--- config.mk ---
export PLATFORM = sky130hd
export DESIGN_NAME = abtb_engine
export DESIGN_NICKNAME = d
export VERILOG_FILES = /design/src/hdl/argb_triple_box_blur_defines.svh /design/src/hdl/abtb_pkg.sv /design/src/hdl/abtb_divider.sv /design/src/hdl/abtb_engine.sv
export SDC_FILE = /design/constraint.sdc
export NUM_CORES = 1
export LEC_CHECK = 0
export BUFFER_PORTS_ARGS = -buffer_cell sky130_fd_sc_hd__buf_2
export CORE_MARGIN = 2
export CORE_UTILIZATION = 32
export DETAILED_ROUTE_END_ITERATION = 12
export PLACE_DENSITY_LB_ADDON = 0.2
export SYNTH_ARGS = -nofsm -noshare
export SYNTH_HDL_FRONTEND = slang
export SYNTH_SLANG_ARGS = --single-unit
--- constraint.sdc ---
create_clock -name clock -period 9.05 [get_ports clock]
set_input_delay 0.4525 -clock clock [delete_from_list [all_inputs] [get_ports clock]]
set_output_delay 0.4525 -clock clock [all_outputs]
set_load 0.03 [all_outputs]
--- src/hdl/argb_triple_box_blur_defines.svh ---
`ifndef ARGB_TRIPLE_BOX_BLUR_DEFINES_SVH
`define ARGB_TRIPLE_BOX_BLUR_DEFINES_SVH

// same-cycle implication
`define ABTB_ASSERT_NOW(label, clk, rst, ante, cons) \
   label: assert property (@(posedge clk) disable iff (rst) (ante) |-> (cons)) \
      else $error("abtb check failed");

// next-cycle implication
`define ABTB_ASSERT_NEXT(label, clk, rst, ante, cons) \
   label: assert property (@(posedge clk) disable iff (rst) (ante) |=> (cons)) \
      else $error("abtb check failed");

`endif

--- src/hdl/abtb_pkg.sv ---
package abtb_pkg;

   localparam int DIM_W    = 9;
   localparam int RAD_W    = 6;
   localparam int DIV_W    = RAD_W + 1;
   localparam int CH_W     = 8;
   localparam int SUM_W    = DIV_W + CH_W;
   localparam int NUM_CH   = 4;
   localparam int PIX_W    = NUM_CH * CH_W;
   localparam int TAP_W    = DIM_W + 2;
   localparam int CNT_W    = $clog2(CH_W);

   localparam int DEF_MAX_WIDTH  = 256;
   localparam int DEF_MAX_HEIGHT = 256;
   localparam int MAX_RADIUS     = 63;
   localparam int BLUR_ROUNDS    = 3;
   localparam int ROUND_W        = $clog2(BLUR_ROUNDS + 1);

   localparam int RST_WIDTH  = 256;
   localparam int RST_HEIGHT = 256;
   localparam int RST_RADIUS = 2;

   typedef enum logic [1:0] {
      REQ_WRITE = 2'd0,
      REQ_BLUR  = 2'd1,
      REQ_READ  = 2'd2
   } req_type_type;

   typedef enum logic [1:0] {
      CSR_WIDTH  = 2'd0,
      CSR_HEIGHT = 2'd1,
      CSR_RADIUS = 2'd2
   } csr_index_type;

   typedef enum logic [1:0] {
      T_IDLE,
      T_READ,
      T_BLUR
   } top_state_type;

   typedef enum logic [3:0] {
      E_IDLE,
      E_LINE_INIT,
      E_PRIME_RD,
      E_PRIME_ACC,
      E_DIV_START,
      E_DIV_WAIT,
      E_WRITE,
      E_ADD_ACC,
      E_SUB_ACC
   } eng_state_type;

   typedef struct packed {
      logic frame_we;
      logic temp_we;
      logic rd_en;
      logic rd_temp;
   } mem_ctl_type;

   function automatic logic [CH_W-1:0] pix_chan(input logic [PIX_W-1:0] p, input int c);
      return p[PIX_W-1-CH_W*c -: CH_W];
   endfunction

   function automatic logic [DIM_W-1:0] clamp_tap(input logic signed [TAP_W-1:0] t,
                                                  input logic [DIM_W-1:0] n);
      logic signed [TAP_W-1:0] ns;
      ns = $signed({2'b00, n});
      if (t < 0) begin
         return '0;
      end else if (t >= ns) begin
         return n - 1'b1;
      end
      return t[DIM_W-1:0];
   endfunction

endpackage

--- src/hdl/abtb_divider.sv ---
module abtb_divider import abtb_pkg::*; (
   input  logic                             clock,
   input  logic                             reset,
   input  logic                             start,
   input  logic [NUM_CH-1:0][SUM_W-1:0]     dividend,
   input  logic [DIV_W-1:0]                 divisor,
   output logic                             done,
   output logic [NUM_CH-1:0][CH_W-1:0]      quotient
);

   logic                          busy_ff, busy_in;
   logic                          done_ff, done_in;
   logic [CNT_W-1:0]              cnt_ff, cnt_in;
   logic [DIV_W-1:0]              dvs_ff, dvs_in;
   logic [NUM_CH-1:0][SUM_W-1:0]  rem_ff, rem_in;
   logic [NUM_CH-1:0][CH_W-1:0]   quo_ff, quo_in;
   logic [SUM_W-1:0]              shifted;

   always_comb begin
      busy_in = busy_ff;
      done_in = 1'b0;
      cnt_in  = cnt_ff;
      dvs_in  = dvs_ff;
      rem_in  = rem_ff;
      quo_in  = quo_ff;
      shifted = SUM_W'(dvs_ff) << cnt_ff;
      if (start) begin
         busy_in = 1'b1;
         cnt_in  = CNT_W'(CH_W - 1);
         dvs_in  = divisor;
         rem_in  = dividend;
         quo_in  = '0;
      end else if (busy_ff) begin
         for (int c = 0; c < NUM_CH; c++) begin
            if (rem_ff[c] >= shifted) begin
               rem_in[c] = rem_ff[c] - shifted;
               quo_in[c] = {quo_ff[c][CH_W-2:0], 1'b1};
            end else begin
               quo_in[c] = {quo_ff[c][CH_W-2:0], 1'b0};
            end
         end
         cnt_in = cnt_ff - 1'b1;
         if (cnt_ff == '0) begin
            busy_in = 1'b0;
            done_in = 1'b1;
         end
      end
   end

   always_ff @(posedge clock) begin
      if (reset) begin
         busy_ff <= 1'b0;
         done_ff <= 1'b0;
      end else begin
         busy_ff <= busy_in;
         done_ff <= done_in;
      end
      cnt_ff <= cnt_in;
      dvs_ff <= dvs_in;
      rem_ff <= rem_in;
      quo_ff <= quo_in;
   end

   assign done     = done_ff;
   assign quotient = quo_ff;

endmodule

--- src/hdl/abtb_engine.sv ---
module abtb_engine import abtb_pkg::*; #(
   parameter int MAX_WIDTH  = DEF_MAX_WIDTH,
   parameter int MAX_HEIGHT = DEF_MAX_HEIGHT,
   parameter int ADDR_W     = $clog2(MAX_WIDTH * MAX_HEIGHT)
) (
   input  logic              clock,
   input  logic              reset,
   input  logic              start,
   input  logic [DIM_W-1:0]  img_width,
   input  logic [DIM_W-1:0]  img_height,
   input  logic [RAD_W-1:0]  blur_radius,
   input  logic [PIX_W-1:0]  frame_rd_data,
   input  logic [PIX_W-1:0]  temp_rd_data,
   output mem_ctl_type       mem_ctl,
   output logic [ADDR_W-1:0] wr_addr,
   output logic [ADDR_W-1:0] rd_addr,
   output logic [PIX_W-1:0]  wr_data,
   output logic              done
);

   localparam int WLIM = (MAX_WIDTH < 511) ? MAX_WIDTH : 511;
   localparam int HLIM = (MAX_HEIGHT < 511) ? MAX_HEIGHT : 511;
   localparam int RLIM = (MAX_RADIUS < 63) ? MAX_RADIUS : 63;

   eng_state_type                state_ff, state_in;
   logic [ROUND_W-1:0]           round_ff, round_in;
   logic                         vert_ff, vert_in;
   logic [DIM_W-1:0]             line_ff, line_in;
   logic [DIM_W-1:0]             idx_ff, idx_in;
   logic signed [TAP_W-1:0]      tap_ff, tap_in;
   logic [NUM_CH-1:0][SUM_W-1:0] sums_ff, sums_in;
   logic [DIM_W-1:0]             w_ff, w_in, h_ff, h_in;
   logic [RAD_W-1:0]             r_ff, r_in;
   logic                         done_ff, done_in;

   logic [DIM_W-1:0]             n_len, n_lines, rd_pos, wsat, hsat, row, col, wrow, wcol;
   logic [RAD_W-1:0]             rsat;
   logic signed [TAP_W-1:0]      r_tap, idx_tap;
   logic [PIX_W-1:0]             src_data;
   logic                         div_start, div_done;
   logic [NUM_CH-1:0][CH_W-1:0]  quo;

   abtb_divider u_div (
      .clock    (clock),
      .reset    (reset),
      .start    (div_start),
      .dividend (sums_ff),
      .divisor  ({r_ff, 1'b1}),
      .done     (div_done),
      .quotient (quo)
   );

   always_comb begin
      wsat = (img_width == '0) ? DIM_W'(1) :
             ((int'(img_width) > WLIM) ? DIM_W'(WLIM) : img_width);
      hsat = (img_height == '0) ? DIM_W'(1) :
             ((int'(img_height) > HLIM) ? DIM_W'(HLIM) : img_height);
      rsat = (int'(blur_radius) > RLIM) ? RAD_W'(RLIM) : blur_radius;

      n_len    = vert_ff ? h_ff : w_ff;
      n_lines  = vert_ff ? w_ff : h_ff;
      r_tap    = $signed({{(TAP_W-RAD_W){1'b0}}, r_ff});
      idx_tap  = $signed({2'b00, idx_ff});
      src_data = vert_ff ? temp_rd_data : frame_rd_data;

      case (state_ff)
         E_PRIME_RD: rd_pos = clamp_tap(tap_ff, n_len);
         E_WRITE:    rd_pos = clamp_tap(idx_tap + r_tap + TAP_W'(1), n_len);
         E_ADD_ACC:  rd_pos = clamp_tap(idx_tap - r_tap, n_len);
         default:    rd_pos = '0;
      endcase

      row  = vert_ff ? rd_pos : line_ff;
      col  = vert_ff ? line_ff : rd_pos;
      wrow = vert_ff ? idx_ff : line_ff;
      wcol = vert_ff ? line_ff : idx_ff;
      rd_addr = ADDR_W'(int'(row) * MAX_WIDTH + int'(col));
      wr_addr = ADDR_W'(int'(wrow) * MAX_WIDTH + int'(wcol));
      wr_data = {quo[0], quo[1], quo[2], quo[3]};

      mem_ctl.frame_we = (state_ff == E_WRITE) && vert_ff;
      mem_ctl.temp_we  = (state_ff == E_WRITE) && !vert_ff;
      mem_ctl.rd_en    = (state_ff == E_PRIME_RD) || (state_ff == E_WRITE) ||
                         (state_ff == E_ADD_ACC);
      mem_ctl.rd_temp  = vert_ff;
   end

   always_comb begin
      state_in  = state_ff;
      round_in  = round_ff;
      vert_in   = vert_ff;
      line_in   = line_ff;
      idx_in    = idx_ff;
      tap_in    = tap_ff;
      sums_in   = sums_ff;
      w_in      = w_ff;
      h_in      = h_ff;
      r_in      = r_ff;
      done_in   = 1'b0;
      div_start = 1'b0;
      unique case (state_ff)
         E_IDLE: begin
            if (start) begin
               w_in     = wsat;
               h_in     = hsat;
               r_in     = rsat;
               round_in = '0;
               vert_in  = 1'b0;
               line_in  = '0;
               if (rsat == '0) begin
                  done_in = 1'b1;
               end else begin
                  state_in = E_LINE_INIT;
               end
            end
         end
         E_LINE_INIT: begin
            sums_in  = '0;
            tap_in   = -r_tap;
            state_in = E_PRIME_RD;
         end
         E_PRIME_RD: begin
            state_in = E_PRIME_ACC;
         end
         E_PRIME_ACC: begin
            for (int c = 0; c < NUM_CH; c++) begin
               sums_in[c] = sums_ff[c] + SUM_W'(pix_chan(src_data, c));
            end
            if (tap_ff == r_tap) begin
               idx_in   = '0;
               state_in = E_DIV_START;
            end else begin
               tap_in   = tap_ff + TAP_W'(1);
               state_in = E_PRIME_RD;
            end
         end
         E_DIV_START: begin
            div_start = 1'b1;
            state_in  = E_DIV_WAIT;
         end
         E_DIV_WAIT: begin
            if (div_done) begin
               state_in = E_WRITE;
            end
         end
         E_WRITE: begin
            state_in = E_ADD_ACC;
         end
         E_ADD_ACC: begin
            for (int c = 0; c < NUM_CH; c++) begin
               sums_in[c] = sums_ff[c] + SUM_W'(pix_chan(src_data, c));
            end
            state_in = E_SUB_ACC;
         end
         E_SUB_ACC: begin
            for (int c = 0; c < NUM_CH; c++) begin
               sums_in[c] = sums_ff[c] - SUM_W'(pix_chan(src_data, c));
            end
            if (idx_ff != n_len - 1'b1) begin
               idx_in   = idx_ff + 1'b1;
               state_in = E_DIV_START;
            end else if (line_ff != n_lines - 1'b1) begin
               line_in  = line_ff + 1'b1;
               state_in = E_LINE_INIT;
            end else begin
               line_in = '0;
               if (!vert_ff) begin
                  vert_in  = 1'b1;
                  state_in = E_LINE_INIT;
               end else if (round_ff != ROUND_W'(BLUR_ROUNDS - 1)) begin
                  vert_in  = 1'b0;
                  round_in = round_ff + 1'b1;
                  state_in = E_LINE_INIT;
               end else begin
                  done_in  = 1'b1;
                  state_in = E_IDLE;
               end
            end
         end
         default: state_in = E_IDLE;
      endcase
   end

   always_ff @(posedge clock) begin
      if (reset) begin
         state_ff <= E_IDLE;
         done_ff  <= 1'b0;
         sums_ff  <= '0;
      end else begin
         state_ff <= state_in;
         done_ff  <= done_in;
         sums_ff  <= sums_in;
      end
      round_ff <= round_in;
      vert_ff  <= vert_in;
      line_ff  <= line_in;
      idx_ff   <= idx_in;
      tap_ff   <= tap_in;
      w_ff     <= w_in;
      h_ff     <= h_in;
      r_ff     <= r_in;
   end

   assign done = done_ff;

endmodule

==> flow_metrics.tcl <==
set metrics [dict create \
    arrival_ps 6100 \
    cts_root_buffer "clkbuf_16" \
    worst_pin_slew_ps 1100 \
    status "finished, final reports clean" \
    cts_buffers 28 \
    max_freq_mhz 153 \
    min_from "blur_radius[5]" \
    cts_max_path_buffers 3 \
    overflow 0 \
    dieWidth_um 243 \
    synth-seq-cells 224 \
    dieArea_um2 58900 \
    period_needed_ps 6550 \
    finalSetupViolCount 0 \
    synthFlopType "edfxtp_1" \
    antenna_found_initial 2 \
    dr.pass1.iters 5 \
    synthMostInstantiatedCell "nor2_1" \
    grt_max_degree 88 \
    cpPeakStageDelay_ps 580 \
    ir_drop_uv 102 \
    coreArea_um2 56400 \
    worstSetupEndpointType "output port" \
    ios 160 \
    totalWireLength_um 56300 \
    avgRoutedWirePerCell_um 18.7 \
    ctsResizeCount 0 \
    multi_input_area_um2 11800 \
    finalCritPeriodShare_pct 72.3 \
    drive_above_1_share_pct 12.3 \
    final_antenna_net_count 0 \
    yosys-top-cells-area "edfxtp_1 (20%), ha_1 (12%), dfxtp_1 (11%)" \
    initial_core_util_pct 32.3 \
    timing.rr.end "sums_ff[28]$_SDFFE_PP0P_" \
    clkSlewWorstSetupHoldPaths_ps 60 \
    hp-class "input port to register" \
    synth-edff-count 122 \
    vias 15960 \
    r2r_cells 17 \
    rsz0062_at_grt "false" \
    cts_hold_buf 0 \
    synth_warnings 0 \
    reg2reg_setup_slack_ps 3440 \
    dpl.hpwl_um 43200 \
    cts_setup_buffers 0 \
    ys_top_cells_by_count "nor2_1 (265), ha_1 (174), nand2_1 (173), a21oi_1 (134), edfxtp_1 (122)" \
    viasPerCell 5.30 \
    holdPathEnd "r_ff[5]$_DFFE_PP_" \
    rows 87 \
    async_flop_share_pct 0 \
    worstPathCellList "ha_1, nor2b_1, o21a_1, o21ai_0, nand2b_1, a2111oi_0, xor2_1, ha_1, o2111a_1, nand2_1, nor3_1, a2111oi_4, o32a_2, a21boi_0, o21ai_0, a22o_1, ha_1, o21ai_0, a21oi_1, nor2b_1, xnor2_1, buf_2" \
    gp_congestion 0.874 \
    skew_ps 19.5 \
    grt_use_total_pct 18.6 \
    clock_latency_ps 570 \
    r2r-start "vert_ff$_SDFFCE_PN0P_" \
    synthDistinctLibCells 84 \
    synthesis.nets 2392 \
    critPathSlowestCell "edfxtp_1" \
    cts.sinks 224 \
    worst_slew_margin_rel_pct 26.1 \
    crit_family "compound AO/OA/AOI/OAI gates" \
    p_leak_nw 8.62 \
    diodes 0 \
    ff_latch_area_um2 5710 \
    nets 2509 \
    area_delta_synth_final_pct 13.6 \
    finalSetupTns_ps 0 \
    synth_top_area_share_pct 20.1 \
    synth.cell_area_um2 18200 \
    dpl-instance-area_um2 19800 \
    fillers 5905 \
    die_y_um 243 \
    grt_pass1_wl_um 87400 \
    report.final.hold_viol_count 0 \
    cp-start-kind "register" \
    yosysTopAreaCell "edfxtp_1" \
    critPathKind "register to output port" \
    crit_fanout 10 \
    synth_seq_area_share_pct 31.3 \
    drc_errors 0 \
    cts_tree "yes" \
    maxCapViolCount 0 \
    io_buffers 159 \
    grt_pass1_vias 15222 \
    p_per_area_nw_per_um2 167 \
    timing.final.max_slew_violations 0 \
    critical_path_cell_count 22 \
    whs_path_depth 1 \
    avgSynthCellArea_um2 8.61 \
    htreeDepth 1 \
    worstPathRequired_ps 8600 \
    drt_iter0_markers 1084 \
    postSynthCellCount 2117 \
    critPathBufInv 1 \
    finalInstanceArea_um2 20700 \
]
[worst max path at each step]
stage	startpoint	end	slack (ps)
6_report	idx_ff[2]$_SDFFCE_PN0P_	rd_addr[11]	2500
3_5_place_dp	idx_ff[2]$_SDFFCE_PN0P_	rd_addr[11]	3150
2_1_floorplan	vert_ff$_SDFFCE_PN0P_	rd_addr[11]	3310
5_1_grt	idx_ff[0]$_SDFFCE_PN0P_	rd_addr[11]	1920
4_1_cts	idx_ff[2]$_SDFFCE_PN0P_	rd_addr[11]	2510
3_3_place_gp	idx_ff[2]$_SDFFCE_PN0P_	rd_addr[11]	3180
[stage by stage]
stage	std cells	hold slack (ps)	util, %	setup slack (ps)	total power [mW]
floorplan	2117	449	-	3310	2.02
global placement	2960	470	35.1	3180	2.30
detailed placement	2960	479	35.1	3150	2.31
CTS	3012	78.0	36.7	2510	3.49
global route	3012	80.7	36.7	1920	3.66
finish	3012	92.7	36.7	2500	3.46
[layout make-up]
type	instances	share of cell area (%)
Multi-Input combinational cell	1709	57.1
Clock buffer	41	3.92
Timing Repair Buffer	179	4.57
Clock inverter	11	0.634
Sequential cell	224	27.6
Inverter	92	1.67
Tap cell	756	4.57
[flip-flops by register name (all words and copies together) (netlist names)]
register / flops
done: 1
h_ff: 9
idx_ff: 9
line_ff: 9
r_ff: 6
round_ff: 2
state_ff: 4
sums_ff: 60
tap_ff: 11
u_div.busy_ff: 1
u_div.cnt_ff: 3
u_div.done: 1
u_div.dvs_ff: 6
u_div.quotient: 32
u_div.rem_ff: 60
vert_ff: 1
w_ff: 9
[kinds of logic (layout without fill, tap and decap cells)]
kind of cell	count (synthesis)	in the layout	share of synthesized area [%]
compound gates	515	515	18.6
xor+xnor	181	181	8.77
fa+ha+maj	184	184	13.0
buf+inv	184	323	4.02
flops	224	224	31.3
mux	106	106	5.99
simple gates	723	723	18.3
[cell usage in the layout, fill, tap and decap left out, types with 6 or more instances in the layout]
master and count:
edfxtp_1 122, xor2_1 64, a22oi_1 42, and3_1 14, buf_2 159, o31ai_1 27, nor2b_1 31, o21a_1 28
xnor2_1 116, o21ai_0 107, a21boi_0 19, a31o_2 10, ha_1 174, nand2_1 173, inv_1 90, nand2b_1 38
nand4_1 15, nand3_1 55, a21oi_1 133, fa_1 10, buf_4 20, clkbuf_1 8, mux2i_1 84, nor3b_1 8
or2_2 6, and2_1 21, nor3_1 51, clkbuf_16 29, o211ai_1 7, a211oi_1 17, nor2_1 265, or3_1 18
nor4_1 14, mux2_2 21, a21o_1 35, dfxtp_1 101, a31oi_1 22
[per-layer routing]
layer,part of all wire (%),vias up,global-route usage [%]
li1,-,7877,-
met5,0.023,-,0
met4,2.1,2,3.79
met1,48,7595,25.9
met2,45,412,30.9
met3,4.8,74,2.30
[power by group]
| part | internal [mW] | switching [mW] |
|---|---|---|
| sequential | 1.14 | 0.0567 |
| combinational | 0.447 | 0.661 |
| clock | 0.702 | 0.452 |
(Power assumes the default switching activity.)
